**src/hw/rtl/b64sc_pkg.sv**
```systemverilog
// ----------------------------------------------------------------------------
// b64sc_pkg: shared types and helpers of the Base64 stream codec
// Holds the group job passed from the front to the back and the alphabet
// translation functions.
// ----------------------------------------------------------------------------
`default_nettype none

package b64sc_pkg;

  localparam logic [7:0] CHAR_UPPER_A = 8'h41;  // 'A'
  localparam logic [7:0] CHAR_UPPER_Z = 8'h5A;  // 'Z'
  localparam logic [7:0] CHAR_LOWER_A = 8'h61;  // 'a'
  localparam logic [7:0] CHAR_LOWER_Z = 8'h7A;  // 'z'
  localparam logic [7:0] CHAR_DIGIT_0 = 8'h30;  // '0'
  localparam logic [7:0] CHAR_DIGIT_9 = 8'h39;  // '9'
  localparam logic [7:0] CHAR_PLUS    = 8'h2B;  // '+'
  localparam logic [7:0] CHAR_SLASH   = 8'h2F;  // '/'
  localparam logic [7:0] CHAR_PAD     = 8'h3D;  // '='

  // One finished group. For encoding, nsym is the number of real characters
  // (two to four, the rest are padding); for decoding it is the byte count.
  typedef struct packed {
    logic [23:0] bits;
    logic [2:0]  nsym;
    logic        enc;
    logic        bad;
  } job_t;

  typedef struct packed {
    logic [5:0] val;
    logic       bad;
  } char_val_t;

  function automatic logic [7:0] sym_char(input logic [5:0] v);
    logic [7:0] v8;
    v8 = {2'b00, v};
    if (v < 6'd26) begin
      return CHAR_UPPER_A + v8;
    end else if (v < 6'd52) begin
      return CHAR_LOWER_A + (v8 - 8'd26);
    end else if (v < 6'd62) begin
      return CHAR_DIGIT_0 + (v8 - 8'd52);
    end else if (v == 6'd62) begin
      return CHAR_PLUS;
    end else begin
      return CHAR_SLASH;
    end
  endfunction

  function automatic char_val_t char_value(input logic [7:0] c);
    char_val_t  r;
    logic [7:0] d;
    r = '0;
    d = 8'd0;
    if (c >= CHAR_UPPER_A && c <= CHAR_UPPER_Z) begin
      d = c - CHAR_UPPER_A;
    end else if (c >= CHAR_LOWER_A && c <= CHAR_LOWER_Z) begin
      d = c - CHAR_LOWER_A + 8'd26;
    end else if (c >= CHAR_DIGIT_0 && c <= CHAR_DIGIT_9) begin
      d = c - CHAR_DIGIT_0 + 8'd52;
    end else if (c == CHAR_PLUS) begin
      d = 8'd62;
    end else if (c == CHAR_SLASH) begin
      d = 8'd63;
    end else begin
      r.bad = 1'b1;
    end
    r.val = d[5:0];
    return r;
  endfunction

endpackage

`default_nettype wire

```
**src/hw/rtl/b64sc_ifs.sv**
```systemverilog
// ----------------------------------------------------------------------------
// b64sc_ifs: channel interfaces of the Base64 stream codec
// Input item channel, result channel and mode write channel.
// ----------------------------------------------------------------------------
`default_nettype none

interface b64sc_in_if;
  logic       valid;
  logic       ready;
  logic [7:0] in_byte;
  logic       in_last;
  modport source (output valid, output in_byte, output in_last, input ready);
  modport sink   (input valid, input in_byte, input in_last, output ready);
endinterface

interface b64sc_out_if;
  logic       valid;
  logic       ready;
  logic [7:0] out_byte;
  logic       out_last;
  logic       bad_char;
  modport source (output valid, output out_byte, output out_last, output bad_char,
                  input ready);
  modport sink   (input valid, input out_byte, input out_last, input bad_char,
                  output ready);
endinterface

interface b64sc_cfg_if;
  logic valid;
  logic ready;
  logic decode_mode;
  modport source (output valid, output decode_mode, input ready);
  modport sink   (input valid, input decode_mode, output ready);
endinterface

`default_nettype wire

```
**src/hw/rtl/b64sc_front.sv**
```systemverilog
// ----------------------------------------------------------------------------
// b64sc_front: input side of the Base64 stream codec
// Holds the mode register and the partial group, and issues a job for each
// group that produces output.
// ----------------------------------------------------------------------------
`default_nettype none

module b64sc_front (
  input  wire               clk,
  input  wire               rst,
  b64sc_in_if.sink          in_ch,
  b64sc_cfg_if.sink         cfg,
  output b64sc_pkg::job_t   push_job,
  output logic              push_valid,
  input  wire               push_ready
);
  import b64sc_pkg::*;

  logic        decode_mode;
  logic [23:0] group_bits;
  logic [1:0]  group_count;
  logic [1:0]  pad_count;
  logic        group_error;

  logic [23:0] group_bits_next;
  logic [1:0]  group_count_next;
  logic [1:0]  pad_count_next;
  logic        group_error_next;

  logic        accept;
  logic        enc_full;
  logic [1:0]  enc_cnt;
  logic [23:0] enc_bits;
  char_val_t   cv;
  logic        pad_hit;
  logic        dec_bad;
  logic [5:0]  dec_val;
  logic [1:0]  pad_new;
  logic        err_new;
  logic [23:0] dec_bits;
  logic [2:0]  nbytes;
  logic        dec_done;

  // An item is taken only when the queue can hold whatever job it makes.
  assign in_ch.ready = push_ready;
  assign cfg.ready   = 1'b1;
  assign accept      = in_ch.valid && in_ch.ready;

  always_comb begin
    enc_bits = {group_bits[15:0], in_ch.in_byte};
    enc_cnt  = group_count + 2'd1;
    enc_full = (enc_cnt == 2'd3);

    cv       = char_value(in_ch.in_byte);
    pad_hit  = (in_ch.in_byte == CHAR_PAD);
    dec_bad  = !pad_hit && cv.bad;
    dec_val  = pad_hit ? 6'd0 : cv.val;
    pad_new  = (pad_hit && pad_count != 2'd3) ? pad_count + 2'd1 : pad_count;
    err_new  = group_error | dec_bad;
    dec_bits = {group_bits[17:0], dec_val};
    dec_done = (group_count == 2'd3);
    nbytes   = 3'd3 - {1'b0, pad_new};

    push_job = '0;
    if (!decode_mode) begin
      push_job.enc = 1'b1;
      if (enc_full) begin
        push_job.bits = enc_bits;
        push_job.nsym = 3'd4;
      end else if (enc_cnt == 2'd2) begin
        push_job.bits = {enc_bits[15:0], 8'd0};
        push_job.nsym = 3'd3;
      end else begin
        push_job.bits = {enc_bits[7:0], 16'd0};
        push_job.nsym = 3'd2;
      end
      push_valid = accept && (enc_full || in_ch.in_last);
    end else begin
      push_job.bits = dec_bits;
      push_job.nsym = nbytes;
      push_job.bad  = err_new;
      push_valid    = accept && dec_done && (nbytes != 3'd0);
    end

    if (!decode_mode) begin
      group_bits_next  = enc_bits;
      group_count_next = enc_cnt;
      pad_count_next   = 2'd0;
      group_error_next = 1'b0;
      if (enc_full) begin
        group_bits_next  = '0;
        group_count_next = 2'd0;
      end
    end else begin
      group_bits_next  = dec_bits;
      group_count_next = group_count + 2'd1;
      pad_count_next   = pad_new;
      group_error_next = err_new;
      if (dec_done) begin
        group_bits_next  = '0;
        group_count_next = 2'd0;
        pad_count_next   = 2'd0;
        group_error_next = 1'b0;
      end
    end
    if (in_ch.in_last) begin
      group_bits_next  = '0;
      group_count_next = 2'd0;
      pad_count_next   = 2'd0;
      group_error_next = 1'b0;
    end
  end

  always_ff @(posedge clk) begin
    if (rst) begin
      decode_mode <= 1'b0;
      group_bits  <= '0;
      group_count <= 2'd0;
      pad_count   <= 2'd0;
      group_error <= 1'b0;
    end else if (cfg.valid && cfg.ready) begin
      // A mode write drops any partial group.
      decode_mode <= cfg.decode_mode;
      group_bits  <= '0;
      group_count <= 2'd0;
      pad_count   <= 2'd0;
      group_error <= 1'b0;
    end else if (accept) begin
      group_bits  <= group_bits_next;
      group_count <= group_count_next;
      pad_count   <= pad_count_next;
      group_error <= group_error_next;
    end
  end

endmodule

`default_nettype wire

```
**src/hw/rtl/b64sc_fifo.sv**
```systemverilog
// ----------------------------------------------------------------------------
// b64sc_fifo: job queue of the Base64 stream codec
// Small register queue that decouples the front from the back.
// ----------------------------------------------------------------------------
`default_nettype none

module b64sc_fifo #(
  parameter int DEPTH = 2
) (
  input  wire              clk,
  input  wire              rst,
  input  b64sc_pkg::job_t  push_job,
  input  wire              push_valid,
  output logic             push_ready,
  output b64sc_pkg::job_t  pop_job,
  output logic             pop_valid,
  input  wire              pop_ready
);
  import b64sc_pkg::*;

  localparam int PW = (DEPTH > 1) ? $clog2(DEPTH) : 1;
  localparam int CW = $clog2(DEPTH + 1);
  localparam logic [PW-1:0] LAST_PTR = PW'(DEPTH - 1);
  localparam logic [CW-1:0] FULL_CNT = CW'(DEPTH);

  job_t          slots [DEPTH];
  logic [PW-1:0] wr_ptr;
  logic [PW-1:0] rd_ptr;
  logic [CW-1:0] count;
  logic          do_push;
  logic          do_pop;

  assign push_ready = (count != FULL_CNT);
  assign pop_valid  = (count != '0);
  assign pop_job    = slots[rd_ptr];
  assign do_push    = push_valid && push_ready;
  assign do_pop     = pop_valid && pop_ready;

  always_ff @(posedge clk) begin
    if (do_push) begin
      slots[wr_ptr] <= push_job;
    end
  end

  always_ff @(posedge clk) begin
    if (rst) begin
      wr_ptr <= '0;
      rd_ptr <= '0;
      count  <= '0;
    end else begin
      if (do_push) begin
        wr_ptr <= (wr_ptr == LAST_PTR) ? '0 : wr_ptr + PW'(1);
      end
      if (do_pop) begin
        rd_ptr <= (rd_ptr == LAST_PTR) ? '0 : rd_ptr + PW'(1);
      end
      if (do_push && !do_pop) begin
        count <= count + CW'(1);
      end else if (do_pop && !do_push) begin
        count <= count - CW'(1);
      end
    end
  end

endmodule

`default_nettype wire

```
**src/hw/rtl/b64sc_back.sv**
```systemverilog
// ----------------------------------------------------------------------------
// b64sc_back: output side of the Base64 stream codec
// Takes one job at a time and sends its characters or bytes one per cycle
// while the output is not stalled, through an output register.
// ----------------------------------------------------------------------------
`default_nettype none

module b64sc_back (
  input  wire              clk,
  input  wire              rst,
  input  b64sc_pkg::job_t  pop_job,
  input  wire              pop_valid,
  output logic             pop_ready,
  b64sc_out_if.source      out_ch
);
  import b64sc_pkg::*;

  job_t       cur;
  logic       busy;
  logic [1:0] beat;
  logic       out_valid;
  logic [7:0] out_byte;
  logic       out_last;
  logic       bad_char;

  logic       advance;
  logic       beat_last;
  logic [5:0] sel6;
  logic [7:0] sel8;
  logic [7:0] beat_byte;

  assign out_ch.valid    = out_valid;
  assign out_ch.out_byte = out_byte;
  assign out_ch.out_last = out_last;
  assign out_ch.bad_char = bad_char;

  assign advance   = busy && (!out_valid || out_ch.ready);
  assign pop_ready = !busy || (advance && beat_last);

  always_comb begin
    case (beat)
      2'd0:    sel6 = cur.bits[23:18];
      2'd1:    sel6 = cur.bits[17:12];
      2'd2:    sel6 = cur.bits[11:6];
      default: sel6 = cur.bits[5:0];
    endcase
    case (beat)
      2'd0:    sel8 = cur.bits[23:16];
      2'd1:    sel8 = cur.bits[15:8];
      default: sel8 = cur.bits[7:0];
    endcase
    if (cur.enc) begin
      beat_byte = ({1'b0, beat} < cur.nsym) ? sym_char(sel6) : CHAR_PAD;
      beat_last = (beat == 2'd3);
    end else begin
      beat_byte = sel8;
      beat_last = (({1'b0, beat} + 3'd1) == cur.nsym);
    end
  end

  always_ff @(posedge clk) begin
    if (advance) begin
      out_byte <= beat_byte;
      out_last <= beat_last;
      bad_char <= cur.bad && !cur.enc;
    end
    if (pop_valid && pop_ready) begin
      cur <= pop_job;
    end
  end

  always_ff @(posedge clk) begin
    if (rst) begin
      busy      <= 1'b0;
      beat      <= 2'd0;
      out_valid <= 1'b0;
    end else begin
      if (advance) begin
        out_valid <= 1'b1;
      end else if (out_ch.ready) begin
        out_valid <= 1'b0;
      end
      // A new job restarts the beat count, also on the edge that sends the
      // last beat of the previous job.
      if (pop_valid && pop_ready) begin
        busy <= 1'b1;
        beat <= 2'd0;
      end else begin
        if (advance) begin
          beat <= beat + 2'd1;
        end
        if (advance && beat_last) begin
          busy <= 1'b0;
        end
      end
    end
  end

endmodule

`default_nettype wire

```
**src/hw/rtl/base64_stream_codec_core.sv**
```systemverilog
// ----------------------------------------------------------------------------
// base64_stream_codec_core: streaming Base64 codec, standard alphabet
// Encodes bytes to characters or decodes characters to bytes, as chosen by
// the mode register.
// ----------------------------------------------------------------------------
//
//   channel  direction  payload                        transaction when
//   -------  ---------  -----------------------------  -------------------
//   in_ch    in         in_byte[7:0], in_last          valid && ready
//   out_ch   out        out_byte[7:0], out_last,       valid && ready
//                       bad_char
//   cfg      in         decode_mode                    valid && ready
//
// The front takes one input transaction per cycle whenever the job queue has
// room, so a full queue is the only thing that stalls the input.
// The back serializes a job at one result per cycle while the output is not
// stalled: four characters per three bytes when encoding, so the back limits
// the encoding input; decoding then sustains one character per cycle.
// An input's job passes the queue, the job register and the output register.
// Reset (rst, synchronous) selects encoding and empties every group, queue
// and output register; the config port is always ready.
// ----------------------------------------------------------------------------
`default_nettype none

module base64_stream_codec_core #(
  parameter int QUEUE_DEPTH = 2
) (
  input  wire          clk,
  input  wire          rst,
  b64sc_in_if.sink     in_ch,
  b64sc_out_if.source  out_ch,
  b64sc_cfg_if.sink    cfg
);
  import b64sc_pkg::*;

  // Jobs flow front -> queue -> back. A job is one finished group, with the
  // gathered bits already aligned so the back only selects slices.
  job_t push_job;
  logic push_valid;
  logic push_ready;
  job_t pop_job;
  logic pop_valid;
  logic pop_ready;

  b64sc_front u_front (
    .clk        (clk),
    .rst        (rst),
    .in_ch      (in_ch),
    .cfg        (cfg),
    .push_job   (push_job),
    .push_valid (push_valid),
    .push_ready (push_ready)
  );

  // The queue lets the front keep gathering while the back waits on a
  // stalled output.
  b64sc_fifo #(
    .DEPTH (QUEUE_DEPTH)
  ) u_fifo (
    .clk        (clk),
    .rst        (rst),
    .push_job   (push_job),
    .push_valid (push_valid),
    .push_ready (push_ready),
    .pop_job    (pop_job),
    .pop_valid  (pop_valid),
    .pop_ready  (pop_ready)
  );

  b64sc_back u_back (
    .clk       (clk),
    .rst       (rst),
    .pop_job   (pop_job),
    .pop_valid (pop_valid),
    .pop_ready (pop_ready),
    .out_ch    (out_ch)
  );

`ifndef SYNTHESIS
  // The front accepts only with room in the queue, so a job is never dropped.
  assert property (@(posedge clk) disable iff (rst) push_valid |-> push_ready)
    else $error("job issued while queue full");

  // Encode jobs carry two to four real characters, decode jobs one to three.
  assert property (@(posedge clk) disable iff (rst)
      push_valid |-> ((push_job.enc && push_job.nsym >= 3'd2 && push_job.nsym <= 3'd4) ||
                      (!push_job.enc && push_job.nsym >= 3'd1 && push_job.nsym <= 3'd3)))
    else $error("job symbol count out of range");

  // Encoding never flags a bad character.
  assert property (@(posedge clk) disable iff (rst)
      push_valid && push_job.enc |-> !push_job.bad)
    else $error("encode job marked bad");

  // The input is held off exactly when the queue is full.
  assert property (@(posedge clk) disable iff (rst)
      !push_ready |-> !in_ch.ready)
    else $error("input ready while queue full");
`endif

endmodule

`default_nettype wire

```
**src/flat_wrapper.sv**
```systemverilog
// flat-port wrapper written by rule: the top's interface ports become plain ports
module base64_stream_codec_core_flat import b64sc_pkg::*;
#(
  parameter int QUEUE_DEPTH = 2
)
  (clk, rst, in_ch_valid, in_ch_in_byte, in_ch_in_last, in_ch_ready, out_ch_valid, out_ch_out_byte, out_ch_out_last, out_ch_bad_char, out_ch_ready, cfg_valid, cfg_decode_mode, cfg_ready);
  b64sc_in_if in_ch_i ();
  b64sc_out_if out_ch_i ();
  b64sc_cfg_if cfg_i ();
  input  wire clk;
  input  wire rst;
  input wire logic [$bits(in_ch_i.valid)-1:0] in_ch_valid;
  input wire logic [$bits(in_ch_i.in_byte)-1:0] in_ch_in_byte;
  input wire logic [$bits(in_ch_i.in_last)-1:0] in_ch_in_last;
  output wire logic [$bits(in_ch_i.ready)-1:0] in_ch_ready;
  output wire logic [$bits(out_ch_i.valid)-1:0] out_ch_valid;
  output wire logic [$bits(out_ch_i.out_byte)-1:0] out_ch_out_byte;
  output wire logic [$bits(out_ch_i.out_last)-1:0] out_ch_out_last;
  output wire logic [$bits(out_ch_i.bad_char)-1:0] out_ch_bad_char;
  input wire logic [$bits(out_ch_i.ready)-1:0] out_ch_ready;
  input wire logic [$bits(cfg_i.valid)-1:0] cfg_valid;
  input wire logic [$bits(cfg_i.decode_mode)-1:0] cfg_decode_mode;
  output wire logic [$bits(cfg_i.ready)-1:0] cfg_ready;
  assign in_ch_i.valid = in_ch_valid;
  assign in_ch_i.in_byte = in_ch_in_byte;
  assign in_ch_i.in_last = in_ch_in_last;
  assign in_ch_ready = in_ch_i.ready;
  assign out_ch_valid = out_ch_i.valid;
  assign out_ch_out_byte = out_ch_i.out_byte;
  assign out_ch_out_last = out_ch_i.out_last;
  assign out_ch_bad_char = out_ch_i.bad_char;
  assign out_ch_i.ready = out_ch_ready;
  assign cfg_i.valid = cfg_valid;
  assign cfg_i.decode_mode = cfg_decode_mode;
  assign cfg_ready = cfg_i.ready;
  base64_stream_codec_core #(.QUEUE_DEPTH(QUEUE_DEPTH)) u_core (.clk(clk), .rst(rst), .in_ch(in_ch_i), .out_ch(out_ch_i), .cfg(cfg_i));
endmodule
```
**config.mk**
```make
export PLATFORM = sky130hd
export DESIGN_NAME = base64_stream_codec_core_flat
export DESIGN_NICKNAME = d
export VERILOG_FILES = /design/src/hw/rtl/b64sc_pkg.sv /design/src/hw/rtl/b64sc_ifs.sv /design/src/hw/rtl/b64sc_front.sv /design/src/hw/rtl/b64sc_fifo.sv /design/src/hw/rtl/b64sc_back.sv /design/src/hw/rtl/base64_stream_codec_core.sv /design/src/flat_wrapper.sv
export SDC_FILE = /design/constraint.sdc
export NUM_CORES = 1
export LEC_CHECK = 0
export BUFFER_PORTS_ARGS = -buffer_cell sky130_fd_sc_hd__buf_2
export CAP_MARGIN = 15
export CORE_UTILIZATION = 45
export DETAILED_ROUTE_END_ITERATION = 6
export PLACE_DENSITY = 0.71
export SETUP_SLACK_MARGIN = 0.4
export SLEW_MARGIN = 5
export SYNTH_ARGS = -nofsm -noshare
export SYNTH_HDL_FRONTEND = slang
export SYNTH_SLANG_ARGS = --single-unit
export TNS_END_PERCENT = 100
```
**constraint.sdc**
```tcl
create_clock -name clk -period 5 [get_ports clk]
set_input_delay 0.5 -clock clk [delete_from_list [all_inputs] [get_ports clk]]
set_output_delay 0.5 -clock clk [all_outputs]
set_load 0.01 [all_outputs]
```
After elaboration in Yosys (flattened, before gate mapping)
Memories as Yosys holds them, arrays and structs flattened. A register that Yosys moved wholly into a read port is not among the register bits. Index checks and enable logic that the tools add are counted.

Register bits: 42. Latch bits: 0. Memory bits (writable): 58. ROM bits: 0. Input port bits: 15. Output and inout port bits: 13. Word-level logic and storage cells: 142. Memories kept: 1.

Memories: u_core.u_fifo.slots (depth 2, width 29, read ports 1, clocked after memory_dff 1, write ports 1, line b64sc_fifo.sv:26) `job_t slots [DEPTH];`.

$add $sub $neg: 19. Multipliers: 0. Div/mod/pow operators: 0. $lt $le $gt $ge: 10. Eq/ne operators: 13. Shift operators: 0. Multiplexer cells: 51. Bitwise logic cells: 1. Reduce and logical (&&, ||, !) cells: 33.

Operator list (number): 2-to-1 mux 27 bit (3); 2-to-1 mux 18 bit (4); 2-to-1 mux 8 bit (5); 2-to-1 mux 6 bit (6); equality test 8 x 6 -> 1 bit, second input constant (3); 2-to-1 mux 1 bit (20); 2-to-1 mux 2 bit (10); one-hot mux 6 bit (3 select lines) (1); >= comparator 8 x 7 -> 1 bit, second input constant (2); <= comparator 8 x 7 -> 1 bit, second input constant (2); logical AND 1 bit (16); one-hot mux 8 bit (2 select lines) (1); less-than comparator 6 bit, second input constant (2); subtractor 6 bit, second input constant (2); equality test 2 bit, second input constant (5); adder 2 x 1 -> 2 bit, second input constant (4); adder 7 x 6 -> 8 bit, first input constant (1); adder 7 x 7 -> 8 bit, first input constant (1); adder 7 x 8 -> 8 bit, first input constant (1); >= comparator 8 x 6 -> 1 bit, second input constant (1); <= comparator 8 x 6 -> 1 bit, second input constant (1); nonzero test 2 bit (4); subtractor 6 x 5 -> 7 bit, second input constant (1); subtractor 6 x 6 -> 7 bit, second input constant (1); 20 further kinds (30).

Logic depth before layout (Yosys ltp)
Gate-level depths: netlist of run 1.

Word-level depth: 12. Mapped depth: 13. Mapped depth without buffers: 11.

Modules after synthesis
From an unflattened synthesis of run 1, not the netlist that was laid out.

Cells, all modules: 640. Area total of the unflattened synthesis: 6972.9 um^2.

Modules (own cells, without submodules): b64sc_back (instances 1, cells an instance 222, area each 2393.5 um^2, sequential area each 1251.2 um^2); b64sc_fifo (instances 1, cells an instance 114, area each 2311.0 um^2, sequential area each 1841.8 um^2); b64sc_front (instances 1, cells an instance 304, area each 2268.4 um^2, sequential area each 480.5 um^2).

Worst setup path before layout of run 1
OpenSTA, ideal clock, no wires.

Path kind: input -> register. From: in in_ch_in_byte[1]. To: mem u_core.u_fifo.slots[0][0] in the netlist's numbering (enable). Library setup time: 0.418 ns. Arrival: 3.224 ns. Required time: 4.582 ns. Path slack: 1.358 ns. Cell stages on the path: 8. Buffers on the path: 1. Path through: clkbuf_1 > inv_1 > ha_1 > nand2_1 > nor3_4 > mux2i_1 > a2111oi_4 > nor2b_1.

Longest elaborated chain between the ends: 10.

Ends and longest elaborated chain: start: declaration (line flat_wrapper.sv:13) `input wire logic [$bits(in_ch_i.in_byte)-1:0] in_ch_in_byte;`; equality test 8 x 6 -> 1 bit (line b64sc_front.sv:55) `pad_hit = (in_ch.in_byte == CHAR_PAD);`; logical AND 1 bit (line b64sc_front.sv:58) `pad_new = (pad_hit && pad_count != 2'd3) ? pad_count + 2'd1 : pad_count;`; 2-to-1 mux 2 bit (line b64sc_front.sv:58); subtractor 2 x 2 -> 3 bit (line b64sc_front.sv:62) `nbytes = 3'd3 - {1'b0, pad_new};`; nonzero test 3 bit (line b64sc_front.sv:82) `push_valid = accept && dec_done && (nbytes != 3'd0);`; logical AND 1 bit (line b64sc_front.sv:82); 2-to-1 mux 1 bit (line b64sc_front.sv:65) `if (!decode_mode) begin`; logical AND 1 bit (line b64sc_fifo.sv:36) `assign do_push = push_valid && push_ready;`; named net u_core.u_fifo.do_push (line b64sc_fifo.sv:30) `logic do_push;`; 2-to-1 mux 1 bit (line b64sc_fifo.sv:40) `if (do_push) begin`; 2-to-1 mux 1 bit (implied by the code) (line b64sc_fifo.sv:41) `slots[wr_ptr] <= push_job;`; end: declaration (line b64sc_fifo.sv:26).

The timed path passes the listed nets, and every way through them passes these cells.

Worst setup path in the final report of run 1
From: reg u_core.u_back.beat[0]. To: reg u_core.u_back.out_byte[4], in the netlist u_core.u_back.out_ch.out_byte[4], data pin.

Longest elaborated chain between the ends: 9. Elaborated cells on any way between the ends: 19. Classes of those cells: add/sub: 5; order compare: 4; eq/ne: 2; mux: 7; reduce/logical: 1.

Ends and longest elaborated chain: start: declaration (line b64sc_back.sv:20) `logic [1:0] beat;`; start signal: assignment (line b64sc_back.sv:90) `beat <= beat + 2'd1;`; equality test 2 bit (tied with other cells) (line b64sc_back.sv:41) `case (beat)`; one-hot mux 6 bit (3 select lines) (line b64sc_back.sv:41); subtractor 6 x 6 -> 7 bit (line b64sc_pkg.sv:42) `return CHAR_DIGIT_0 + (v8 - 8'd52);`; adder 7 x 7 -> 8 bit (line b64sc_pkg.sv:42); 2-to-1 mux 8 bit (line b64sc_pkg.sv:41) `end else if (v < 6'd62) begin`; 2-to-1 mux 8 bit (line b64sc_pkg.sv:39) `end else if (v < 6'd52) begin`; 2-to-1 mux 8 bit (line b64sc_pkg.sv:37) `if (v < 6'd26) begin`; 2-to-1 mux 8 bit (line b64sc_back.sv:53) `beat_byte = ({1'b0, beat} < cur.nsym) ? sym_char(sel6) : CHAR_PAD;`; 2-to-1 mux 8 bit * (line b64sc_back.sv:52) `if (cur.enc) begin`; named net u_core.u_back.beat_byte[4] (line b64sc_back.sv:30) `logic [7:0] beat_byte;`; end signal: assignment (line b64sc_back.sv:63) `out_byte <= beat_byte;`; end: declaration (line b64sc_back.sv:22) `logic [7:0] out_byte;`.

Mark *: on every way through the listed nets, which the timed path passes. The rest lies on a longest branch. A chain may end at the register's enable or synchronous reset.

==> flow_metrics.env, run 1 <==
export IMPL_drt_first_pass_iters=7
export IMPL_initial_core_util_pct=46.6
export IMPL_r2r_start="u_core.u_back.beat[0]"
export IMPL_syn_nets=666
export IMPL_row_count=44
export IMPL_vdd_drop_max_v=0.000325
export IMPL_worstPathCellList="inv_1 > ha_1 > nand2_1 > a32oi_1 > inv_1 > ha_1 > nor2b_1 > nand2_1 > and3_1 > o21a_1 > o41a_1"
export IMPL_ant_nets=0
export IMPL_synth_warnings=0
export IMPL_postSynth_asyncResetShare_pct=0
export IMPL_p_leak_nw=2.71
export IMPL_gp_congestion=0.907
export IMPL_clkLatencyLatePin_ns=0.41
export IMPL_cts_hold_buf=0
export IMPL_core_sq_mm=0.0147
export IMPL_die_area_sq_mm=0.0157
export IMPL_hp_class="in -> reg"
export IMPL_io_pins=28
export IMPL_die_w_um=125
export IMPL_end_kind="flop"
export IMPL_critPathTopFamily="compound AO/OA/AOI/OAI gates"
export IMPL_clock_sinks=129
export IMPL_portBuffers=26
export IMPL_dp_hpwl_mm=10.5
export IMPL_r2r_slack_ns=1.12
export IMPL_violations="design-rule violations"
export IMPL_cp_startpoint="u_core.u_back.beat[0]"
export IMPL_die_height_um=125
export IMPL_drive_above_1_share_pct=18.3
export IMPL_critical_path_arrival_ns=4.04
export IMPL_rsz0062_at_grt="no"
export IMPL_required_ns=5.15
export IMPL_h_tree_depth=4
export IMPL_fin_crit_sh_pct=77.6
export IMPL_synth_distinct_cells=72
export IMPL_diodes=0
export IMPL_drtIter0Drc=434
export IMPL_cp_depth=11
export IMPL_synth_seq_cells=129
export IMPL_clock_path_buffers=2
export IMPL_wirelength_mm=15.3
export IMPL_syn_mean_instance_area_sq_um=11.0
export IMPL_cts_tree="yes"
export IMPL_report_final_slew_viol_count=0
export IMPL_antenna_found_initial=0
export IMPL_routedWlPerCell_um=18.4
export IMPL_drv_cap=0
export IMPL_synth_cells=623
export IMPL_layout_min_cycle_time_ns=3.88
export IMPL_max_freq_ghz=0.258
export IMPL_ys_flop_type="edfxtp_1"
export IMPL_final_hold_violation_count=0
export IMPL_yosysTopAreaCellShare_pct=42.5
export IMPL_post_cts_setup_buffers=0
export IMPL_r2r_cells=11
export IMPL_slew_headroom_pct=27.5
export IMPL_reg2reg_to="u_core.u_back.out_ch.out_byte[4]"
export IMPL_vias=4964
export IMPL_ys_top_cells_by_area="edfxtp_1 (42%), dfxtp_1 (9.3%), mux2_2 (5.6%)"
export IMPL_worst_path_buf_inv=2
export IMPL_yosysTopAreaCell="edfxtp_1"
export IMPL_final_common_cell="edfxtp_1"
export IMPL_cpMaxStageDelayCell="a32oi_1"
export IMPL_grt_start_max_net_pins=49
export IMPL_worstHoldStart="cfg_decode_mode"
export IMPL_avgViaCountPerCell=5.95
export IMPL_tns_ns=0
export IMPL_seq_area_frac_synth_pct=51.8
export IMPL_critPathMaxFanout=13
export IMPL_cts_buffers=17
export IMPL_status="finished, violations left"
export IMPL_finClkSkew_ns=0.00651
export IMPL_grt_overflow=0
export IMPL_synth_edf_count=97
export IMPL_setup_viol=0
export IMPL_crit_type="reg -> reg"
export IMPL_endpoint="u_core.u_back.out_ch.out_byte[4]"
export IMPL_grt_total_usage_pct=20.4
export IMPL_final_cell_mix="edfxtp_1 (97), nand2_1 (65), nor2_1 (47)"
export IMPL_stdcell_area_sq_mm=0.00762
export IMPL_cts_root_buf="clkbuf_16"
export IMPL_cpPeakStageDelay_ns=0.88
export IMPL_clkTransAtPathRegs_ns=0.06
export IMPL_synth_area_sq_mm=0.00686
export IMPL_drc=5
export IMPL_grt_pass1_wl_mm=25.1
export IMPL_power_density_mw_per_mm2=526
export IMPL_cts_resized=0
export IMPL_area_growth_syn_to_layout_pct=11.2
export IMPL_worstMarginPinSlew_ns=1.09
export IMPL_nets=680
export IMPL_critPathLaunchType="flop"
export IMPL_grt_pass1_vias=4795
export IMPL_dpl_cell_area_sq_mm=0.00710
[registers in the layout, indices dropped and copies added (netlist names)]
name	flops
u_core.u_back.beat	2
u_core.u_back.busy	1
u_core.u_back.cur	29
u_core.u_back.out_ch.bad_char	1
u_core.u_back.out_ch.out_byte	8
u_core.u_back.out_ch.out_last	1
u_core.u_back.out_ch.valid	1
u_core.u_fifo.count	2
u_core.u_fifo.rd_ptr	1
u_core.u_fifo.slots	58
u_core.u_fifo.wr_ptr	1
u_core.u_front.decode_mode	1
u_core.u_front.group_bits	18
u_core.u_front.group_count	2
u_core.u_front.group_error	1
u_core.u_front.pad_count	2
[routing by layer]
layer / track usage [%] / up-vias / share of wire, %
met2: 33.2 / 196 / 48
met3: 3.72 / 31 / 5.2
met1: 26.5 / 2367 / 44
met5: 0 / - / 0
li1: - / 2370 / -
met4: 9.54 / 0 / 2.8
[metrics by stage]
step	setup WS, ns	cells	util, %	hold slack (ns)	power (mW)
finish	1.12	834	51.9	0.329	4.01
CTS	1.21	834	51.9	0.315	4.01
global placement	1.27	802	48.3	0.478	2.91
detailed placement	1.22	802	48.3	0.485	2.91
floorplan	1.36	623	-	0.463	2.58
global route	0.836	834	51.9	0.327	4.23
[tightest hold or removal path, stage by stage]
cell and delay, ns:
buf_2 0.08, mux2i_1 0.05, nor2_1 0.07
[worst min-delay path by stage]
| stage | endpoint | slack [ns] | cells after the start |
|---|---|---|---|
| 4_1_cts | u_core.u_front.decode_mode | 0.32 | 3 |
| 2_1_floorplan | u_core.u_back.out_ch.valid | 0.46 | 2 |
| 6_report | u_core.u_front.decode_mode | 0.33 | 3 |
| 3_5_place_dp | u_core.u_back.out_ch.valid | 0.49 | 2 |
| 3_3_place_gp | u_core.u_back.out_ch.valid | 0.48 | 2 |
| 5_1_grt | u_core.u_front.decode_mode | 0.33 | 3 |
[cell usage after synthesis (5+ instances only)]
library cell  instances
nand3_1               8
ha_1                 28
o21ai_0              29
inv_1                27
nor3_1               10
and3_1                5
nand2_1              65
a222oi_1             12
mux2i_1              12
nor2b_1              10
a21oi_1              40
a22oi_1              17
nand2b_1              7
clkbuf_1             25
xnor2_1               6
o22ai_1               7
dfxtp_1              32
a31oi_1               5
nor2_1               47
edfxtp_1             97
buf_2                 5
mux2_2               34
[report_power, final]
part / internal, mW / total [mW] / switching [mW]
Combinational: 0.544 / 1.39 / 0.847
Sequential: 1.42 / 1.52 / 0.104
Clock: 0.632 / 1.09 / 0.460
Total: 2.60 / 4.01 / 1.41
[cells by family after synthesis]
logic type / count (synthesis) / synth area share [%]
simple gates: 174 / 12.0
compound gates: 168 / 17.9
flops: 129 / 51.8
buf+inv: 65 / 4.03
mux: 48 / 7.76
fa+ha+maj: 28 / 5.11
xor+xnor: 10 / 1.28
other cells: 1 / 0.0547
[layout make-up]
class,count,area [sq um]
multi-input cells,429,3030
well taps,184,230
inverters,28,105
clock inverters,13,92.6
repair buffers,32,175
fillers,1216,7080
clock buffers,19,433
flip-flops and latches,129,3550
(Power assumes the default switching activity.)
==> inputs of run 2 (changes only) <==
--- a/config.mk
+++ b/config.mk
@@ -5,6 +5,7 @@
 export SDC_FILE = /design/constraint.sdc
 export NUM_CORES = 1
 export LEC_CHECK = 0
+export ABC_AREA = 1
 export BUFFER_PORTS_ARGS = -buffer_cell sky130_fd_sc_hd__buf_2
 export CAP_MARGIN = 15
 export CORE_UTILIZATION = 45
==> constraint.sdc (replaced) <==
create_clock -name clk -period 3.71 [get_ports clk]
set_input_delay 0.371 -clock clk [delete_from_list [all_inputs] [get_ports clk]]
set_output_delay 0.371 -clock clk [all_outputs]
set_load 0.01 [all_outputs]
==> run 2 against run 1 <==
The flow now finishes without violations; sequential power increased by 39%; area after synthesis increased by 2.9%; first-iteration DRC count shrank 18%; design area rose by 5.0%; power increased by 49%; hold slack got worse by 0.12 ns; maximum frequency up 38%; clock power is 71% higher; critical path depth is 2 higher; critical path type unchanged.
==> flow_metrics.env, run 2 <==
export IMPL_status="completed"
export IMPL_cts_root_buf="clkbuf_16"
export IMPL_report_final_slew_viol_count=0
export IMPL_die_w_um=127
export IMPL_synthAdderAreaFrac_pct=4.96
export IMPL_worst_path_buf_inv=3
export IMPL_setup_slack_ns=0.892
export IMPL_rsz0062_at_grt="no"
export IMPL_synth_top_family_by_area="simple AND/OR/NAND/NOR gates"
export IMPL_fin_crit_sh_pct=76.0
export IMPL_drv_cap=0
export IMPL_cts_tree="yes"
export IMPL_cts_resized=0
export IMPL_synth_most_common_cell="nand2_1"
export IMPL_reg2reg_to="u_core.u_fifo.count[1]"
export IMPL_post_cts_setup_buffers=0
export IMPL_reg_top3="u_core.u_fifo.slots: 58 flops, u_core.u_back.cur: 29 flops, u_core.u_front.group_bits: 18 flops"
export IMPL_nets=862
export IMPL_largest_reg_flops=58
export IMPL_synth_commonest_cells="nand2_1 (248), edfxtp_1 (97), inv_1 (70)"
export IMPL_r2r_cells=13
export IMPL_cp_common_cell="inv_1"
export IMPL_critPathTopFamily="simple AND/OR/NAND/NOR gates"
export IMPL_stdcell_count=1043
export IMPL_slew_headroom_pct=40.5
export IMPL_drt_first_pass_iters=5
export IMPL_critPathLaunchType="flop"
export IMPL_worstHoldStart="cfg_decode_mode"
export IMPL_cpPeakStageDelay_ns=0.40
export IMPL_grt_start_max_net_pins=32
export IMPL_clkLatencyLatePin_ns=0.42
export IMPL_tns_ns=0
export IMPL_core_sq_mm=0.0153
export IMPL_final_common_cell="nand2_1"
export IMPL_dp_worst_setup_slack_ns=0.921
export IMPL_grt_pass1_vias=5137
export IMPL_wirelength_mm=15.3
export IMPL_seq_area_frac_synth_pct=50.4
export IMPL_dp_hpwl_mm=11.0
export IMPL_largest_register="u_core.u_fifo.slots"
export IMPL_ys_top_cells_by_area="edfxtp_1 (41%), nand2_1 (13%), dfxtp_1 (9.1%)"
export IMPL_required_ns=4.07
export IMPL_muxShareOfSynthArea_pct=0
export IMPL_die_area_sq_mm=0.0162
export IMPL_synth_compound_area_share_pct=12.6
export IMPL_worstMarginPinSlew_ns=0.892
export IMPL_cpMaxStageDelayCell="dfxtp_1"
export IMPL_final_cell_mix="nand2_1 (248), edfxtp_1 (97), inv_1 (70)"
export IMPL_syn_nets=840
export IMPL_power_density_mw_per_mm2=748
export IMPL_layout_min_cycle_time_ns=2.82
export IMPL_yosysTopAreaCell="edfxtp_1"
export IMPL_die_height_um=127
export IMPL_r2r_start="u_core.u_front.group_count[0]"
export IMPL_synth_distinct_cells=51
export IMPL_diodes=0
export IMPL_yosysTopAreaCellShare_pct=41.3
export IMPL_row_count=45
export IMPL_clkTransAtPathRegs_ns=0.06
export IMPL_grt_pass1_wl_mm=25.1
export IMPL_avgViaCountPerCell=5.17
export IMPL_min_path_cells=3
export IMPL_finClkSkew_ns=0.0109
export IMPL_area_growth_syn_to_layout_pct=13.5
export IMPL_routedWlPerCell_um=14.6
export IMPL_fill_cells=1388
export IMPL_synth_edf_count=97
export IMPL_hp_class="in -> reg"
export IMPL_syn_mean_instance_area_sq_um=8.85
export IMPL_ant_nets=0
export IMPL_gp_congestion=0.934
export IMPL_synth_xor_area_share_pct=1.97
export IMPL_worstPathCellList="inv_1 > ha_1 > nor2_1 > inv_1 > nor2_1 > nor3_1 > nand2_2 > inv_1 > ha_1 > a21oi_1 > o21ai_0 > a21oi_1 > o21a_1"
export IMPL_critical_path_arrival_ns=3.17
export IMPL_setup_viol=0
export IMPL_synth_cells=797
export IMPL_synth_warnings=0
export IMPL_max_freq_ghz=0.355
export IMPL_vias=5395
export IMPL_clock_path_buffers=2
export IMPL_grt_overflow=0
export IMPL_antenna_found_initial=0
export IMPL_crit_type="reg -> reg"
export IMPL_portBuffers=26
export IMPL_h_tree_depth=4
export IMPL_r2r_slack_ns=0.89
export IMPL_ys_flop_type="edfxtp_1"
export IMPL_synth_simple_area_share_pct=23.7
export IMPL_critPathMaxFanout=13
export IMPL_postSynth_asyncResetShare_pct=0
export IMPL_io_pins=28
export IMPL_p_leak_nw=3.23
export IMPL_vdd_drop_max_v=0.000336
export IMPL_final_hold_violation_count=0
export IMPL_drtIter0Drc=356
export IMPL_grt_total_usage_pct=20.0
export IMPL_holdPathEnd="u_core.u_front.decode_mode"
export IMPL_cts_buffers=17
export IMPL_initial_core_util_pct=46.2
export IMPL_cp_startpoint="u_core.u_front.group_count[0]"
export IMPL_clock_sinks=129
export IMPL_synth_seq_cells=129
export IMPL_end_kind="flop"
export IMPL_cts_hold_buf=0
export IMPL_drc=0
export IMPL_synth_area_sq_mm=0.00706
export IMPL_dp_cells=1011
export IMPL_drive_above_1_share_pct=14.1
export IMPL_p_total_mw=5.99
export IMPL_post_route_util_pct=52.5
[run 2: worst max-delay path by stage]
stage | to | slack (ns) | cells after the start
2_1_floorplan | u_core.u_fifo.slots[1][0] | 0.66 | 9
3_3_place_gp | u_core.u_fifo.count[1] | 1.01 | 15
3_5_place_dp | u_core.u_fifo.count[1] | 0.92 | 15
4_1_cts | u_core.u_fifo.count[1] | 0.94 | 13
5_1_grt | u_core.u_fifo.count[1] | 0.60 | 13
6_report | u_core.u_fifo.count[1] | 0.89 | 13
[run 2: power by group]
group	leakage (nW)	total, mW	switching (mW)	internal [mW]
clock	0.327	1.86	0.600	1.26
combinational	1.74	2.02	1.37	0.646
sequential	1.16	2.11	0.142	1.97
[run 2: metrics by stage]
step,hold WS [ns],cell area (sq um)
5_1_grt,0.227,8010
3_3_place_gp,0.456,7340
3_5_place_dp,0.470,7340
6_report,0.205,8010
4_1_cts,0.193,8010
2_1_floorplan,0.446,7060
[run 2: worst reg2reg max path: stages, from the launching register on]
cell	delay [ns]
dfxtp_1	0.40
inv_1	0.10
ha_1	0.35
nor2_1	0.37
inv_1	0.30
nor2_1	0.16
nor3_1	0.08
nand2_2	0.13
inv_1	0.06
ha_1	0.33
a21oi_1	0.11
o21ai_0	0.12
a21oi_1	0.14
o21a_1	0.12
[run 2: metal layers]
layer	wire (um)	part of all wire [%]	vias up	global-route usage (%)
met3	630	4.1	37	4.02
li1	-	-	2740	-
met2	7460	49	157	33.8
met1	6640	43	2461	24.2
met5	0	0	-	0
met4	539	3.5	0	10.5
[run 2: layout make-up]
class	count	area [sq um]	area share, %
sequential	129	3550	44.4
multi-input combinational	562	3060	38.2
tap	211	264	3.30
inverter	77	290	3.63
clock inverter	15	239	2.98
clock buffer	17	425	5.31
timing repair buffer	32	175	2.19
[run 2: cell families (layout without fill, tap and decap cells)]
group / count (synthesis) / after routing
and+or+nand+nor: 381 / 381
AOI/OAI and AO/OA: 137 / 137
DFF: 129 / 129
buffers and inverters: 106 / 141
adders and majority gates: 28 / 28
xor gates and xnor gates: 15 / 15
other: 1 / 1
==> inputs of run 3 (changes only) <==
==> constraint.sdc (replaced) <==
create_clock -name clk -period 2.8 [get_ports clk]
set_input_delay 0.28 -clock clk [delete_from_list [all_inputs] [get_ports clk]]
set_output_delay 0.28 -clock clk [all_outputs]
set_load 0.01 [all_outputs]
==> run 3 against run 2 <==
Sequential share of layout area is 1.6 points lower; hold slack worse by 0.068 ns; sequential power is 33% higher; count of clock-buffer cells in the layout stayed put; non-clock buffer count is 27 higher; clock skew is 0.0039 ns lower; via count is 2.7% higher; first-iteration DRC count is 8.4% higher; flip-flop and latch count stayed put; design area is 4.0% higher; core utilization is 2.1 points higher; critical endpoint is now u_core.u_back.out_ch.out_byte[6]; largest power group is now combinational cells.
==> flow_metrics.env, run 3 (synthesis results as in run 2) <==
export IMPL_ant_nets=0
export IMPL_status="completed"
export IMPL_tns_ns=0
export IMPL_crit_type="reg -> reg"
export IMPL_largest_reg_flops=58
export IMPL_rsz0062_at_grt="yes"
export IMPL_diodes=0
export IMPL_regArea_sq_mm=0.00356
export IMPL_grt_start_max_net_pins=32
export IMPL_drc=0
export IMPL_reg_top3="u_core.u_fifo.slots: 58 flops, u_core.u_back.cur: 29 flops, u_core.u_front.group_bits: 18 flops"
export IMPL_power_density_mw_per_mm2=967
export IMPL_r2r_cells=17
export IMPL_clock_path_buffers=2
export IMPL_h_tree_depth=4
export IMPL_core_sq_mm=0.0153
export IMPL_critPathMaxFanout=9
export IMPL_critical_path_arrival_ns=2.46
export IMPL_worstMarginPinSlew_ns=0.924
export IMPL_drtIter0Drc=386
export IMPL_hp_class="in -> reg"
export IMPL_end_kind="flop"
export IMPL_dp_hpwl_mm=11.0
export IMPL_critPathLaunchType="flop"
export IMPL_cts_hold_buf=0
export IMPL_drv_cap=0
export IMPL_clkLatencyLatePin_ns=0.42
export IMPL_whs_ns=0.137
export IMPL_multiInputGateArea_sq_mm=0.00317
export IMPL_finClkSkew_ns=0.00693
export IMPL_die_area_sq_mm=0.0162
export IMPL_io_pins=28
export IMPL_vdd_drop_max_v=0.000539
export IMPL_holdPathEnd="u_core.u_front.decode_mode"
export IMPL_final_cell_mix="nand2_1 (246), edfxtp_1 (97), inv_1 (67)"
export IMPL_clock_sinks=129
export IMPL_nets=890
export IMPL_fill_cells=1346
export IMPL_cts_buffers=17
export IMPL_setup_viol=0
export IMPL_r2r_start="u_core.u_back.beat[1]"
export IMPL_p_leak_nw=3.35
export IMPL_reg2reg_to="u_core.u_back.out_ch.out_byte[6]"
export IMPL_layout_min_cycle_time_ns=2.29
export IMPL_routedWlPerCell_um=14.6
export IMPL_grt_overflow=0
export IMPL_area_growth_syn_to_layout_pct=18.0
export IMPL_max_freq_ghz=0.437
export IMPL_cts_tree="yes"
export IMPL_grt_pass1_vias=5195
export IMPL_cts_root_buf="clkbuf_16"
export IMPL_portBuffers=26
export IMPL_clkTransAtPathRegs_ns=0.06
export IMPL_fin_crit_sh_pct=81.7
export IMPL_worstHoldStart="cfg_decode_mode"
export IMPL_required_ns=2.97
export IMPL_die_height_um=127
export IMPL_dpl_cell_area_sq_mm=0.00750
export IMPL_antenna_found_initial=0
export IMPL_slew_headroom_pct=38.4
export IMPL_largest_register="u_core.u_fifo.slots"
export IMPL_grt_total_usage_pct=20.3
export IMPL_drive_above_1_share_pct=18.7
export IMPL_drt_first_pass_iters=5
export IMPL_r2r_slack_ns=0.51
export IMPL_grt_pass1_wl_mm=25.5
export IMPL_gp_congestion=0.946
export IMPL_final_hold_violation_count=0
export IMPL_die_w_um=127
export IMPL_avgViaCountPerCell=5.17
export IMPL_final_common_cell="nand2_1"
export IMPL_wirelength_mm=15.6
export IMPL_report_final_slew_viol_count=0
export IMPL_vias=5542
export IMPL_post_route_util_pct=54.6
export IMPL_initial_core_util_pct=46.2
export IMPL_stdcell_area_sq_mm=0.00833
export IMPL_row_count=45
export IMPL_min_path_cells=3
[run 3: cell count changes in the layout (fill, tap and decap cells not counted), moves of 4 or more]
cell / change
clkinv_2: -5
buf_4: +24
inv_6: +4
ha_4: +6
ha_1: -8
[run 3: worst max path at each step]
stage,from,end,slack (ns),cells past startpoint
floorplan,u_core.u_back.beat[0],u_core.u_back.cur[0],0.45,10
global placement,in_ch_in_byte[1],u_core.u_fifo.count[1],0.20,15
detailed placement,in_ch_in_byte[1],u_core.u_fifo.count[1],0.15,15
CTS,u_core.u_back.beat[0],u_core.u_back.out_ch.out_byte[6],0.43,16
global route,u_core.u_back.beat[1],u_core.u_back.out_ch.out_byte[6],0.33,17
finish,u_core.u_back.beat[1],u_core.u_back.out_ch.out_byte[6],0.51,17
[run 3: worst max-delay path, stage by stage, from the launching register on]
cell,delay (ns)
dfxtp_4,0.40
inv_2,0.08
ha_4,0.19
nand2_1,0.08
nand2_1,0.09
o21ai_4,0.23
ha_4,0.17
inv_1,0.08
nand2_1,0.10
nand2_1,0.06
nor2_2,0.13
nand3_2,0.09
nand2_1,0.07
nand2_1,0.04
nand3_1,0.06
nand2_1,0.06
nand2_1,0.06
nand2_1,0.04
[run 3: routing by layer]
metal	wire, um	vias up	GRT usage (%)
li1	-	2787	-
met1	6640	2525	24.5
met2	7610	172	34.5
met5	0	-	0
met3	719	58	4.61
met4	614	0	9.80
[run 3: timing repair]
item | in CTS | in global routing
setup endpoints to repair | 8 | 41
buffers inserted | 5 | 5
resized for setup | 10 | 17
pin swaps | 1 | 5
cloned | 0 | 1
[run 3: cell type report]
class	instances	share of cell area [%]
inverters	77	3.52
repair inverters	1	0.0901
multi-input cells	562	38.0
repair buffers	59	4.99
clock buffers	17	5.11
well taps	211	3.17
flip-flops and latches	129	42.8
clock inverters	15	2.37
[run 3: through the flow]
stage / std cells / power [mW] / worst slack (ns)
2_1_floorplan: 797 / 4.83 / 0.450
3_3_place_gp: 1028 / 5.50 / 0.197
3_5_place_dp: 1028 / 5.55 / 0.151
4_1_cts: 1065 / 7.91 / 0.431
5_1_grt: 1071 / 8.57 / 0.329
6_report: 1071 / 8.05 / 0.513
[run 3: where the power goes]
group | internal, mW | total (mW) | switching, mW
logic | 1.06 | 2.95 | 1.89
registers | 2.61 | 2.81 | 0.193
clock network | 1.43 | 2.29 | 0.866
total | 5.10 | 8.05 | 2.95
